==> src/route_fuel_range_estimator_defines.svh <==
// assertion macros for the route fuel range estimator
// expects i_clk and i_rst_n in the scope where a macro is used
`ifndef ROUTE_FUEL_RANGE_ESTIMATOR_DEFINES_SVH
`define ROUTE_FUEL_RANGE_ESTIMATOR_DEFINES_SVH

// same-cycle implication, checked outside reset
`define RFRE_ASSERT_NOW(lbl, ante, cons, msg) \
    lbl: assert property (@(posedge i_clk) disable iff (!i_rst_n) (ante) |-> (cons)) \
        else $error(msg);

// next-cycle implication, checked outside reset
`define RFRE_ASSERT_NEXT(lbl, ante, cons, msg) \
    lbl: assert property (@(posedge i_clk) disable iff (!i_rst_n) (ante) |=> (cons)) \
        else $error(msg);

`endif

==> src/rfre_pkg.sv <==
// package for the route fuel range estimator: widths, band table,
// sequencer program and helper functions; depends on nothing
package rfre_pkg;

    // field and state widths
    localparam int SPEED_BAND_COUNT = 13;
    localparam int DISTANCE_BITS    = 24;
    localparam int DIST_W   = DISTANCE_BITS;
    localparam int LEVEL_W  = 10;
    localparam int SPEED_W  = 16;
    localparam int OUT_W    = 16;
    localparam int CFG_W    = 8;
    localparam int CFG_IDX_W = 2;
    localparam int BAND_W   = 7;
    localparam int NEED_W   = DIST_W + BAND_W;
    localparam int FUEL_W   = 48;
    localparam int ROUTE_W  = 32;
    localparam int BASE_W   = 8;
    localparam int THRESH_W = 8;
    localparam int DENOM_W  = 18;
    localparam int THR_W    = THRESH_W + DENOM_W;
    localparam int PROD_W   = ROUTE_W + BASE_W;
    localparam int DIV_W    = PROD_W + 2;
    localparam int DVS_W    = DENOM_W;
    localparam int CNT_W    = $clog2(DIV_W + 1);

    localparam longint UL_PER_LITRE = 1000000;
    localparam longint FUEL_MAX_VAL = ((longint'(1) << LEVEL_W) - 1) * UL_PER_LITRE;
    // fuel left never exceeds a full tank load, so its positive part is this narrow
    localparam int POS_W = $clog2(FUEL_MAX_VAL + 1);
    localparam int UL_W  = $clog2(UL_PER_LITRE + 1);
    localparam logic [UL_W-1:0] UL_PER_L = UL_W'(UL_PER_LITRE);
    localparam logic [9:0] DENOM_SCALE = 10'd1000;
    localparam logic [BASE_W-1:0] BASE_RESET = BASE_W'(63);

    // configuration register indexes
    localparam logic [CFG_IDX_W-1:0] CFG_THRESHOLD = 2'd0;
    localparam logic [CFG_IDX_W-1:0] CFG_ENABLE    = 2'd1;
    localparam logic [CFG_IDX_W-1:0] CFG_BASE      = 2'd2;

    // speed band consumption table, 0.1 l/100 km
    localparam int RATE_N     = 13;
    localparam int RATE_IDX_W = $clog2(RATE_N);
    localparam int BIDX_W     = $clog2(SPEED_BAND_COUNT + 1);
    localparam logic [BAND_W-1:0] BAND_RATE [RATE_N] = '{
        7'd60, 7'd60, 7'd60, 7'd60, 7'd45, 7'd45, 7'd45,
        7'd55, 7'd55, 7'd70, 7'd70, 7'd70, 7'd70
    };

    // micro operations
    typedef enum logic [3:0] {
        OP_NOP,
        OP_LATCH,
        OP_LOAD,
        OP_ADD_DIST,
        OP_SUB_FUEL,
        OP_DIV_PART,
        OP_DIV_STEP,
        OP_ADD_QUOT,
        OP_PREP,
        OP_DIV_REM,
        OP_SAVE_REM,
        OP_EMIT
    } t_op;

    // jump conditions
    typedef enum logic [3:0] {
        C_NEVER,
        C_ALWAYS,
        C_NO_INPUT,
        C_SKIP,
        C_FUEL_NONPOS,
        C_NEED_GT_FUEL,
        C_DIV_MORE,
        C_NOT_LAST,
        C_OUT_FULL
    } t_cond;

    typedef logic [3:0] t_pc;

    typedef struct packed {
        t_op   op;
        t_cond cond;
        t_pc   target;
    } t_uword;

    // program step addresses
    localparam t_pc STEP_IDLE     = 4'd0;
    localparam t_pc STEP_LOAD     = 4'd1;
    localparam t_pc STEP_FUEL_CHK = 4'd2;
    localparam t_pc STEP_NEED_CHK = 4'd3;
    localparam t_pc STEP_ADD_DIST = 4'd4;
    localparam t_pc STEP_SUB      = 4'd5;
    localparam t_pc STEP_PART     = 4'd6;
    localparam t_pc STEP_PART_DIV = 4'd7;
    localparam t_pc STEP_ADD_QUOT = 4'd8;
    localparam t_pc STEP_END      = 4'd9;
    localparam t_pc STEP_PREP     = 4'd10;
    localparam t_pc STEP_REM      = 4'd11;
    localparam t_pc STEP_REM_DIV  = 4'd12;
    localparam t_pc STEP_SAVE     = 4'd13;
    localparam t_pc STEP_ENH_DIV  = 4'd14;
    localparam t_pc STEP_EMIT     = 4'd15;

    // control store: taken jump goes to target, otherwise to the next step
    function automatic t_uword ucode(input t_pc pc);
        t_uword w;
        unique case (pc)
            STEP_IDLE:     w = '{OP_LATCH,    C_NO_INPUT,     STEP_IDLE};
            STEP_LOAD:     w = '{OP_LOAD,     C_SKIP,         STEP_END};
            STEP_FUEL_CHK: w = '{OP_NOP,      C_FUEL_NONPOS,  STEP_SUB};
            STEP_NEED_CHK: w = '{OP_NOP,      C_NEED_GT_FUEL, STEP_PART};
            STEP_ADD_DIST: w = '{OP_ADD_DIST, C_NEVER,        STEP_IDLE};
            STEP_SUB:      w = '{OP_SUB_FUEL, C_ALWAYS,       STEP_END};
            STEP_PART:     w = '{OP_DIV_PART, C_NEVER,        STEP_IDLE};
            STEP_PART_DIV: w = '{OP_DIV_STEP, C_DIV_MORE,     STEP_PART_DIV};
            STEP_ADD_QUOT: w = '{OP_ADD_QUOT, C_ALWAYS,       STEP_SUB};
            STEP_END:      w = '{OP_NOP,      C_NOT_LAST,     STEP_IDLE};
            STEP_PREP:     w = '{OP_PREP,     C_NEVER,        STEP_IDLE};
            STEP_REM:      w = '{OP_DIV_REM,  C_NEVER,        STEP_IDLE};
            STEP_REM_DIV:  w = '{OP_DIV_STEP, C_DIV_MORE,     STEP_REM_DIV};
            STEP_SAVE:     w = '{OP_SAVE_REM, C_NEVER,        STEP_IDLE};
            STEP_ENH_DIV:  w = '{OP_DIV_STEP, C_DIV_MORE,     STEP_ENH_DIV};
            // the last step wraps to idle once the result register is free
            STEP_EMIT:     w = '{OP_EMIT,     C_OUT_FULL,     STEP_EMIT};
        endcase
        return w;
    endfunction

    // speed to band consumption, speeds past the top band use the top band
    function automatic logic [BAND_W-1:0] band_for_speed(input logic [SPEED_W-1:0] speed);
        logic [BIDX_W-1:0] idx;
        idx = '0;
        for (int k = 1; k < SPEED_BAND_COUNT; k++) begin
            if (32'(speed) >= 32'(10 * k)) begin
                idx = BIDX_W'(k);
            end
        end
        if (32'(idx) > RATE_N - 1) begin
            idx = BIDX_W'(RATE_N - 1);
        end
        return BAND_RATE[RATE_IDX_W'(idx)];
    endfunction

    // clamp a quotient to the output width
    function automatic logic [OUT_W-1:0] sat_out(input logic [DIV_W-1:0] q);
        return (|q[DIV_W-1:OUT_W]) ? '1 : q[OUT_W-1:0];
    endfunction

endpackage

==> src/route_fuel_range_estimator.sv <==
// route fuel range estimator top level: microcoded sequencer over a small
// datapath with a shared restoring divider; depends on rfre_pkg and the defines header
//
//  channel   direction  handshake                  payload
//  segment   in         i_seg_valid / o_seg_stall  first, level, distance, speed, last
//  result    out        o_res_valid / i_res_stall  enhanced range, remaining range, warning
//  config    in         i_cfg_we                   i_cfg_index, i_cfg_data
//
// a skipped segment jumps from the load step to the end step, one with no fuel left
// to the fuel subtract; a fully fueled one adds its distance first, a partly fueled
// one runs the fuel-over-band divide first; the last segment adds the two divides by
// 1000 * base consumption, all on the one shared divider.
// reset clears the sequencer, route state and registers to their defaults.
// a new segment is taken only at the idle step; a stalled result holds the
// sequencer at its last step, and segments wait in the meantime.
`include "route_fuel_range_estimator_defines.svh"

module route_fuel_range_estimator (
    input  logic                          i_clk,
    input  logic                          i_rst_n,
    // configuration writes
    input  logic                          i_cfg_we,
    input  logic [rfre_pkg::CFG_IDX_W-1:0] i_cfg_index,
    input  logic [rfre_pkg::CFG_W-1:0]    i_cfg_data,
    // segment channel
    input  logic                          i_seg_valid,
    output logic                          o_seg_stall,
    input  logic                          i_first_segment,
    input  logic [rfre_pkg::LEVEL_W-1:0]  i_fuel_level_l,
    input  logic [rfre_pkg::DIST_W-1:0]   i_segment_distance_m,
    input  logic [rfre_pkg::SPEED_W-1:0]  i_segment_speed_kmh,
    input  logic                          i_last_segment,
    // result channel
    output logic                          o_res_valid,
    input  logic                          i_res_stall,
    output logic [rfre_pkg::OUT_W-1:0]    o_enhanced_range_km,
    output logic [rfre_pkg::OUT_W-1:0]    o_remaining_range_km,
    output logic                          o_fuel_short_warning
);
    import rfre_pkg::*;

    localparam logic signed [FUEL_W:0] FUEL_MIN_EXT = -((FUEL_W + 1)'(1) <<< (FUEL_W - 1));
    localparam logic signed [FUEL_W-1:0] FUEL_MIN   = FUEL_W'(FUEL_MIN_EXT);
    localparam logic signed [FUEL_W-1:0] FUEL_MAX   = FUEL_W'(FUEL_MAX_VAL);

    // sequencer and configuration
    t_pc                  r_pc, n_pc;
    logic [THRESH_W-1:0]  r_thresh, n_thresh;
    logic                 r_enable, n_enable;
    logic [BASE_W-1:0]    r_base_cons, n_base_cons;

    // latched segment
    logic                 r_first, n_first;
    logic [LEVEL_W-1:0]   r_level, n_level;
    logic [DIST_W-1:0]    r_dist, n_dist;
    logic [SPEED_W-1:0]   r_speed, n_speed;
    logic                 r_last, n_last;

    // route state
    logic signed [FUEL_W-1:0] r_fuel, n_fuel;
    logic [ROUTE_W-1:0]   r_route, n_route;

    // datapath
    logic [BAND_W-1:0]    r_band, n_band;
    logic [NEED_W-1:0]    r_need, n_need;
    logic [DENOM_W-1:0]   r_denom, n_denom;
    logic [POS_W-1:0]     r_pos, n_pos;
    logic [PROD_W-1:0]    r_prod, n_prod;
    logic [THR_W-1:0]     r_thr, n_thr;
    logic [DIV_W-1:0]     r_num, n_num;

    // divider
    logic [DIV_W-1:0]     r_dq, n_dq;
    logic [DVS_W-1:0]     r_dr, n_dr;
    logic [DVS_W-1:0]     r_dvs, n_dvs;
    logic [CNT_W-1:0]     r_div_cnt, n_div_cnt;

    // result staging and output register
    logic [OUT_W-1:0]     r_rem_hold, n_rem_hold;
    logic                 r_warn_hold, n_warn_hold;
    logic                 r_res_valid, n_res_valid;
    logic [OUT_W-1:0]     r_enh, n_enh;
    logic [OUT_W-1:0]     r_rem, n_rem;
    logic                 r_warn, n_warn;

    t_uword               w_uw;
    logic                 w_seg_acc;
    logic                 w_out_free;
    logic                 w_jump;
    logic [BAND_W-1:0]    w_band;
    logic [BASE_W-1:0]    w_base;
    logic [ROUTE_W:0]     w_route_sum;
    logic [ROUTE_W-1:0]   w_route_add;
    logic signed [FUEL_W:0] w_diff;
    logic [DVS_W:0]       w_trial;
    logic [DVS_W:0]       w_sub;
    logic                 w_qbit;

    assign w_uw       = ucode(r_pc);
    assign w_seg_acc  = i_seg_valid && !o_seg_stall;
    assign w_out_free = !r_res_valid || !i_res_stall;
    assign w_band     = band_for_speed(r_speed);
    assign w_base     = (r_base_cons == '0) ? BASE_W'(1) : r_base_cons;

    // jump condition
    always_comb begin
        unique case (w_uw.cond)
            C_NEVER:        w_jump = 1'b0;
            C_ALWAYS:       w_jump = 1'b1;
            C_NO_INPUT:     w_jump = !w_seg_acc;
            C_SKIP:         w_jump = (r_dist == '0) || (r_speed == '0);
            C_FUEL_NONPOS:  w_jump = r_fuel[FUEL_W-1] || (r_fuel == '0);
            C_NEED_GT_FUEL: w_jump = $signed(FUEL_W'(r_need)) > r_fuel;
            C_DIV_MORE:     w_jump = r_div_cnt > CNT_W'(1);
            C_NOT_LAST:     w_jump = !r_last;
            C_OUT_FULL:     w_jump = !w_out_free;
            default:        w_jump = 1'b0;
        endcase
    end

    // saturating route add, operand picked by the micro op
    assign w_route_add = (w_uw.op == OP_ADD_QUOT) ? r_dq[ROUTE_W-1:0] : ROUTE_W'(r_dist);
    assign w_route_sum = {1'b0, r_route} + {1'b0, w_route_add};

    // fuel minus need in one extra bit
    assign w_diff = {r_fuel[FUEL_W-1], r_fuel} - $signed((FUEL_W + 1)'(r_need));

    // one restoring divide step
    assign w_trial = {r_dr, r_dq[DIV_W-1]};
    assign w_sub   = w_trial - {1'b0, r_dvs};
    assign w_qbit  = !w_sub[DVS_W];

    // next state
    always_comb begin
        n_pc        = w_jump ? w_uw.target : t_pc'(r_pc + 1'b1);
        n_thresh    = r_thresh;
        n_enable    = r_enable;
        n_base_cons = r_base_cons;
        n_first     = r_first;
        n_level     = r_level;
        n_dist      = r_dist;
        n_speed     = r_speed;
        n_last      = r_last;
        n_fuel      = r_fuel;
        n_route     = r_route;
        n_band      = r_band;
        n_need      = r_need;
        n_denom     = r_denom;
        n_pos       = r_pos;
        n_prod      = r_prod;
        n_thr       = r_thr;
        n_num       = r_num;
        n_dq        = r_dq;
        n_dr        = r_dr;
        n_dvs       = r_dvs;
        n_div_cnt   = r_div_cnt;
        n_rem_hold  = r_rem_hold;
        n_warn_hold = r_warn_hold;
        n_res_valid = r_res_valid && i_res_stall;
        n_enh       = r_enh;
        n_rem       = r_rem;
        n_warn      = r_warn;

        // configuration writes
        if (i_cfg_we) begin
            unique case (i_cfg_index)
                CFG_THRESHOLD: n_thresh    = i_cfg_data[THRESH_W-1:0];
                CFG_ENABLE:    n_enable    = i_cfg_data[0];
                CFG_BASE:      n_base_cons = i_cfg_data[BASE_W-1:0];
                default:       ;
            endcase
        end

        // datapath action of the current step
        unique case (w_uw.op)
            OP_NOP: ;
            OP_LATCH: begin
                if (w_seg_acc) begin
                    n_first = i_first_segment;
                    n_level = i_fuel_level_l;
                    n_dist  = i_segment_distance_m;
                    n_speed = i_segment_speed_kmh;
                    n_last  = i_last_segment;
                end
            end
            OP_LOAD: begin
                if (r_first) begin
                    n_fuel  = $signed(FUEL_W'(r_level * UL_PER_L));
                    n_route = '0;
                end
                n_band = w_band;
                n_need = NEED_W'(w_band * r_dist);
            end
            OP_ADD_DIST, OP_ADD_QUOT: begin
                n_route = w_route_sum[ROUTE_W] ? '1 : w_route_sum[ROUTE_W-1:0];
            end
            OP_SUB_FUEL: begin
                n_fuel = (w_diff < FUEL_MIN_EXT) ? FUEL_MIN : w_diff[FUEL_W-1:0];
            end
            OP_DIV_PART: begin
                // fuel only covers part of the segment; all of it is used
                n_need    = r_fuel[NEED_W-1:0];
                n_dq      = DIV_W'(r_fuel[NEED_W-1:0]);
                n_dr      = '0;
                n_dvs     = DVS_W'(r_band);
                n_div_cnt = CNT_W'(DIV_W);
            end
            OP_DIV_STEP: begin
                if (r_div_cnt != '0) begin
                    n_dr      = w_qbit ? w_sub[DVS_W-1:0] : w_trial[DVS_W-1:0];
                    n_dq      = {r_dq[DIV_W-2:0], w_qbit};
                    n_div_cnt = r_div_cnt - 1'b1;
                end
            end
            OP_PREP: begin
                n_denom = DENOM_W'(w_base * DENOM_SCALE);
                n_pos   = (r_fuel[FUEL_W-1] || (r_fuel == '0)) ? '0 : r_fuel[POS_W-1:0];
                n_prod  = PROD_W'(r_route * w_base);
            end
            OP_DIV_REM: begin
                n_thr     = THR_W'(r_thresh * r_denom);
                // half the divisor added for round half up
                n_num     = DIV_W'(r_prod) + DIV_W'(r_pos) + DIV_W'(r_denom >> 1);
                n_dq      = DIV_W'(r_pos);
                n_dr      = '0;
                n_dvs     = r_denom;
                n_div_cnt = CNT_W'(DIV_W);
            end
            OP_SAVE_REM: begin
                n_rem_hold  = sat_out(r_dq);
                n_warn_hold = r_enable && (r_fuel < $signed(FUEL_W'(r_thr)));
                n_dq        = r_num;
                n_dr        = '0;
                n_dvs       = r_denom;
                n_div_cnt   = CNT_W'(DIV_W);
            end
            OP_EMIT: begin
                if (w_out_free) begin
                    n_res_valid = 1'b1;
                    n_enh       = sat_out(r_dq);
                    n_rem       = r_rem_hold;
                    n_warn      = r_warn_hold;
                end
            end
            default: ;
        endcase
    end

    // control and state registers
    always_ff @(posedge i_clk) begin
        if (!i_rst_n) begin
            r_pc        <= STEP_IDLE;
            r_thresh    <= '0;
            r_enable    <= 1'b0;
            r_base_cons <= BASE_RESET;
            r_fuel      <= '0;
            r_route     <= '0;
            r_div_cnt   <= '0;
            r_res_valid <= 1'b0;
        end else begin
            r_pc        <= n_pc;
            r_thresh    <= n_thresh;
            r_enable    <= n_enable;
            r_base_cons <= n_base_cons;
            r_fuel      <= n_fuel;
            r_route     <= n_route;
            r_div_cnt   <= n_div_cnt;
            r_res_valid <= n_res_valid;
        end
    end

    // payload registers
    always_ff @(posedge i_clk) begin
        r_first     <= n_first;
        r_level     <= n_level;
        r_dist      <= n_dist;
        r_speed     <= n_speed;
        r_last      <= n_last;
        r_band      <= n_band;
        r_need      <= n_need;
        r_denom     <= n_denom;
        r_pos       <= n_pos;
        r_prod      <= n_prod;
        r_thr       <= n_thr;
        r_num       <= n_num;
        r_dq        <= n_dq;
        r_dr        <= n_dr;
        r_dvs       <= n_dvs;
        r_rem_hold  <= n_rem_hold;
        r_warn_hold <= n_warn_hold;
        r_enh       <= n_enh;
        r_rem       <= n_rem;
        r_warn      <= n_warn;
    end

    assign o_seg_stall          = (r_pc != STEP_IDLE);
    assign o_res_valid          = r_res_valid;
    assign o_enhanced_range_km  = r_enh;
    assign o_remaining_range_km = r_rem;
    assign o_fuel_short_warning = r_warn;

    // checks on sequencer and datapath invariants
    `RFRE_ASSERT_NEXT(a_seg_starts_load, w_seg_acc, r_pc == STEP_LOAD, "segment not loaded")
    `RFRE_ASSERT_NOW(a_div_step_armed, w_uw.op == OP_DIV_STEP, r_div_cnt != '0, "divider idle in step")
    `RFRE_ASSERT_NOW(a_fuel_bounded, 1'b1, r_fuel <= FUEL_MAX, "fuel above full tank")

endmodule

==> config.mk <==
export PLATFORM = sky130hd
export DESIGN_NAME = route_fuel_range_estimator
export DESIGN_NICKNAME = d
export VERILOG_FILES = /design/src/rfre_pkg.sv /design/src/route_fuel_range_estimator.sv
export VERILOG_INCLUDE_DIRS = /design/src /design/src/src
export SDC_FILE = /design/constraint.sdc
export NUM_CORES = 2
export LEC_CHECK = 0
export ABC_AREA = 0
export ABC_CLOCK_PERIOD_IN_PS = 19100
export BUFFER_PORTS_ARGS = -buffer_cell sky130_fd_sc_hd__buf_2
export CAP_MARGIN = 20
export CORE_MARGIN = 5
export CORE_UTILIZATION = 55
export CTS_CLUSTER_SIZE = 10
export DETAILED_ROUTE_END_ITERATION = 10
export PLACE_DENSITY = 0.82
export SKIP_CTS_REPAIR_TIMING = 1
export SYNTH_ARGS = -nofsm -noshare
export SYNTH_HDL_FRONTEND = slang
export SYNTH_SLANG_ARGS = --single-unit
==> constraint.sdc <==
create_clock -name i_clk -period 19.1 [get_ports i_clk]
set_input_delay 1.91 -clock i_clk [delete_from_list [all_inputs] [get_ports i_clk]]
set_output_delay 1.91 -clock i_clk [all_outputs]
set_load 0.005 [all_outputs]
==> impl_summary.log <==
[metrics] global-route usage over all layers: 0.273
[metrics] leakage power summed over all cells: 0.0224 µW
[metrics] proportion of power drawn by flip-flops and latches: 0.225
[metrics] register bit total from synthesis: 486
[metrics] total grt overflow: 0
[metrics] leading cell type in the layout, fill and taps excluded: inv_1
[metrics] global-route wire length before repair: 194,000 µm
[metrics] crit-path max FO: 68
[metrics] actual slew at the worst max-slew pin: 1.11 ns
[metrics] number of flops mapped to enable cells by yosys: between 300 and 400
[metrics] data required time of the worst path: around 20 ns
[metrics] number of pins with negative max-slew slack in the final report: 0
[metrics] gpl congestion: 0.968
[metrics] Total Nets Final: 5,566
[metrics] RSZ-0062 raised after global routing: no
[metrics] die outline area: 88,400 µm²
[metrics] max-cap violations: 0
[metrics] worst relative slew slack: 0.256
[metrics] boundary pin count: around 100
[metrics] VDD IR-drop max: about 0.19 mV
[metrics] clock latency on the worst-skew pair: around 0.63 ns
[metrics] dominant register cell in the synthesized netlist: edfxtp_1
[metrics] worst clock skew: 0.0306 ns
[metrics] Pint: 4280 µW
[metrics] share of synthesized flip-flops with an asynchronous set or reset: 0
[metrics] IO buf count: 101
[metrics] number of buffers inserted during clock tree synthesis: 58
[metrics] worst min-delay path class: register to register
[metrics] Switching Fraction: 0.468
[metrics] CTS H-tree depth: 2
[metrics] arrival time of the worst setup path: 9.20 ns
[metrics] Die Height: 297 µm
[metrics] clock tree root driver cell: clkbuf_16
[metrics] hold slack final: 0.417 ns
[metrics] Sw Pwr: 3770 µW
[metrics] total nets after synthesis: 5,529
[metrics] fraction of layout cells with a size suffix above 1: 0.0670
[metrics] clock network fraction of total power: 0.132
[metrics] sequential share of the synthesized area: 0.295
[metrics] HPWL after DPL: around 90,000 µm
[metrics] clk slew on worst S/H paths: 0.06 ns
[metrics] final WL: roughly 120,000 µm
[metrics] DRC viols: 0
[metrics] post-route total power: 8050 µW
[metrics] Hold Vio Cnt, Final: 0
[metrics] antenna violations before repair: 4
[metrics] netlist area before placement: 45,400 µm²
[metrics] PwrDens: 165 nW/µm²
[metrics] upper clock frequency limit: 114 MHz
[metrics] Die Span X: 297 µm
[metrics] class of the most critical setup path: register to register
[metrics] core area: 82,000 µm²
[metrics] Multi-input gate area: 29,500 µm²
[metrics] CP startpoint kind: register
[metrics] run status: complete, no violations
[metrics] number of global-route vias before repair: 35,286
[metrics] via count of the routed design: 35,039
[metrics] crit path setup slack, layout: just over 10 ns
[metrics] Fin Setup TNS: 0 ns
[metrics] count of fill cells added during filler insertion: 6,759
[metrics] final worst path period need: slightly below 9 ns
[metrics] Avg Cell Area, Syn: 9.84 µm²
[metrics] FF+latch area: 13,400 µm²
[metrics] synth-to-layout area growth: 7.57%
[metrics] wire per inst: around 21 µm
[metrics] CTS tree: built
[metrics] number of synthesis warnings: 0
[metrics] ratio of final minimum period to clock period: 0.459
[metrics] total setup violations reported at the end of the flow: 0
[metrics] Post-Place Setup Slack: 10.69 ns
[metrics] row count: 105
[metrics] combinational share of power: 0.643
[metrics] highest-count cells in the layout ignoring fill and taps: inv_1 (516), nand2_1 (468), fa_1 (429)
[metrics] count of different cell masters after synthesis: 102
[metrics] maximum number of pins on one net before global-route repair: 75
[metrics] instance count of the mapped netlist: 4,612
[metrics] effective utilization at floorplan: 0.554
[metrics] Avg Vias per Cell: 6.07
[metrics] buffer depth of the longest clock path: 3
[metrics] number of detailed-routing iterations run before antenna repair: 5
[metrics] remaining antenna violation count after routing: 0
[metrics] number of sinks handled by clock tree synthesis: ~490
[metrics] category of the worst setup path capture point: register
[metrics] detailed router's first-iteration violation count: 3,110
## cell usage after synthesis (120+ instances only)
cell        n  area share
inv_1     516       0.043
nand2_1   468       0.039
fa_1      429        0.19
ha_1      421        0.12
edfxtp_1  366        0.24
and2_1    294       0.041
nor2_1    236       0.020
a21oi_1   228       0.025
o21ai_0   185       0.020
clkbuf_1  142       0.012
xnor2_1   140       0.027
dfxtp_1   120       0.053
## worst paths after layout
kind,startpoint,cells after the start,endpoint,slack (ns)
max,r_base_cons[2],23,r_prod[39],10.34
min,r_rem_hold[3],0,o_remaining_range_km[3],0.42
max reg2reg,r_base_cons[2],23,r_prod[39],10.34
min reg2reg,r_rem_hold[3],0,o_remaining_range_km[3],0.42
## routing by layer
| metal | GRT usage | routed length [µm] | up-vias |
|---|---|---|---|
| met5 | 0 | 0 | - |
| met4 | 0.139 | 7570 | 0 |
| met3 | 0.0539 | 10600 | 405 |
| met2 | 0.449 | 57200 | 1522 |
| met1 | 0.346 | 46600 | 17177 |
| li1 | - | - | 15935 |
## flip-flops by register name (all words and copies together) (netlist names), 24 cells and up
register,flops
r_fuel,48
r_dq,42
r_num,41
r_prod,40
r_route,32
r_need,31
r_pos,30
r_dist,24
## final cells by class
| class | count | area share |
|---|---|---|
| Multi-Input combinational cell | 3439 | 0.604 |
| Timing Repair Buffer | 145 | 0.0175 |
| Antenna cell | 1 | 0.0000512 |
| Clock buffer | 102 | 0.0352 |
| Tap cell | 1070 | 0.0274 |
| Clock inverter | 7 | 0.00143 |
| Inverter | 519 | 0.0400 |
| Sequential cell | 486 | 0.274 |
## stage by stage
step / std cells / area, µm² / utilization
2_1_floorplan: 4612 / 45400 / -
3_3_place_gp: 5657 / 47000 / 0.573
3_5_place_dp: 5657 / 47000 / 0.573
4_1_cts: 5766 / 48800 / 0.595
5_1_grt: 5768 / 48800 / 0.596
6_report: 5769 / 48800 / 0.596
## power groups by stage
stage                     registers, µW  logic (µW)  clock network (µW)
after floorplan                    1630        4000                   0
after detailed placement           1810        5090                   0
after global routing               1810        5850                1120
final                              1810        5180                1060
after CTS                          1790        5150                1070
after global placement             1810        4970                   0
## cells by family (layout without fill, tap and decap cells)
logic type                 after synthesis  after routing  synth area share
buffers and inverters                  687            773            0.0578
AOI/OAI and AO/OA                      864            864             0.126
DFF                                    486            486             0.295
other                                    0              1                 0
xor gates and xnor gates               207            207            0.0403
adders and majority gates              851            851             0.305
and+or+nand+nor                       1459           1459             0.161
muxes                                   58             58            0.0138
## critical path, cell delays in order (launching register included)
cell and delay [ns]:
dfxtp_1 0.96, inv_1 0.27, ha_1 0.28, nand3_1 0.08, nand2b_1 0.11, buf_4 0.42, and2_1 0.63, nand2_1 0.17
fa_1 0.57, inv_1 0.06, fa_1 0.51, fa_1 0.52, fa_1 0.50, ha_1 0.43, a21o_1 0.20, a2111oi_0 0.43
o21ai_0 0.22, a2111oi_0 0.79, o311ai_1 0.39, nand2_1 0.18, o21ai_0 0.17, o41ai_2 0.38, nor2_1 0.10, a211oi_1 0.20
(Power assumes the default switching activity.)
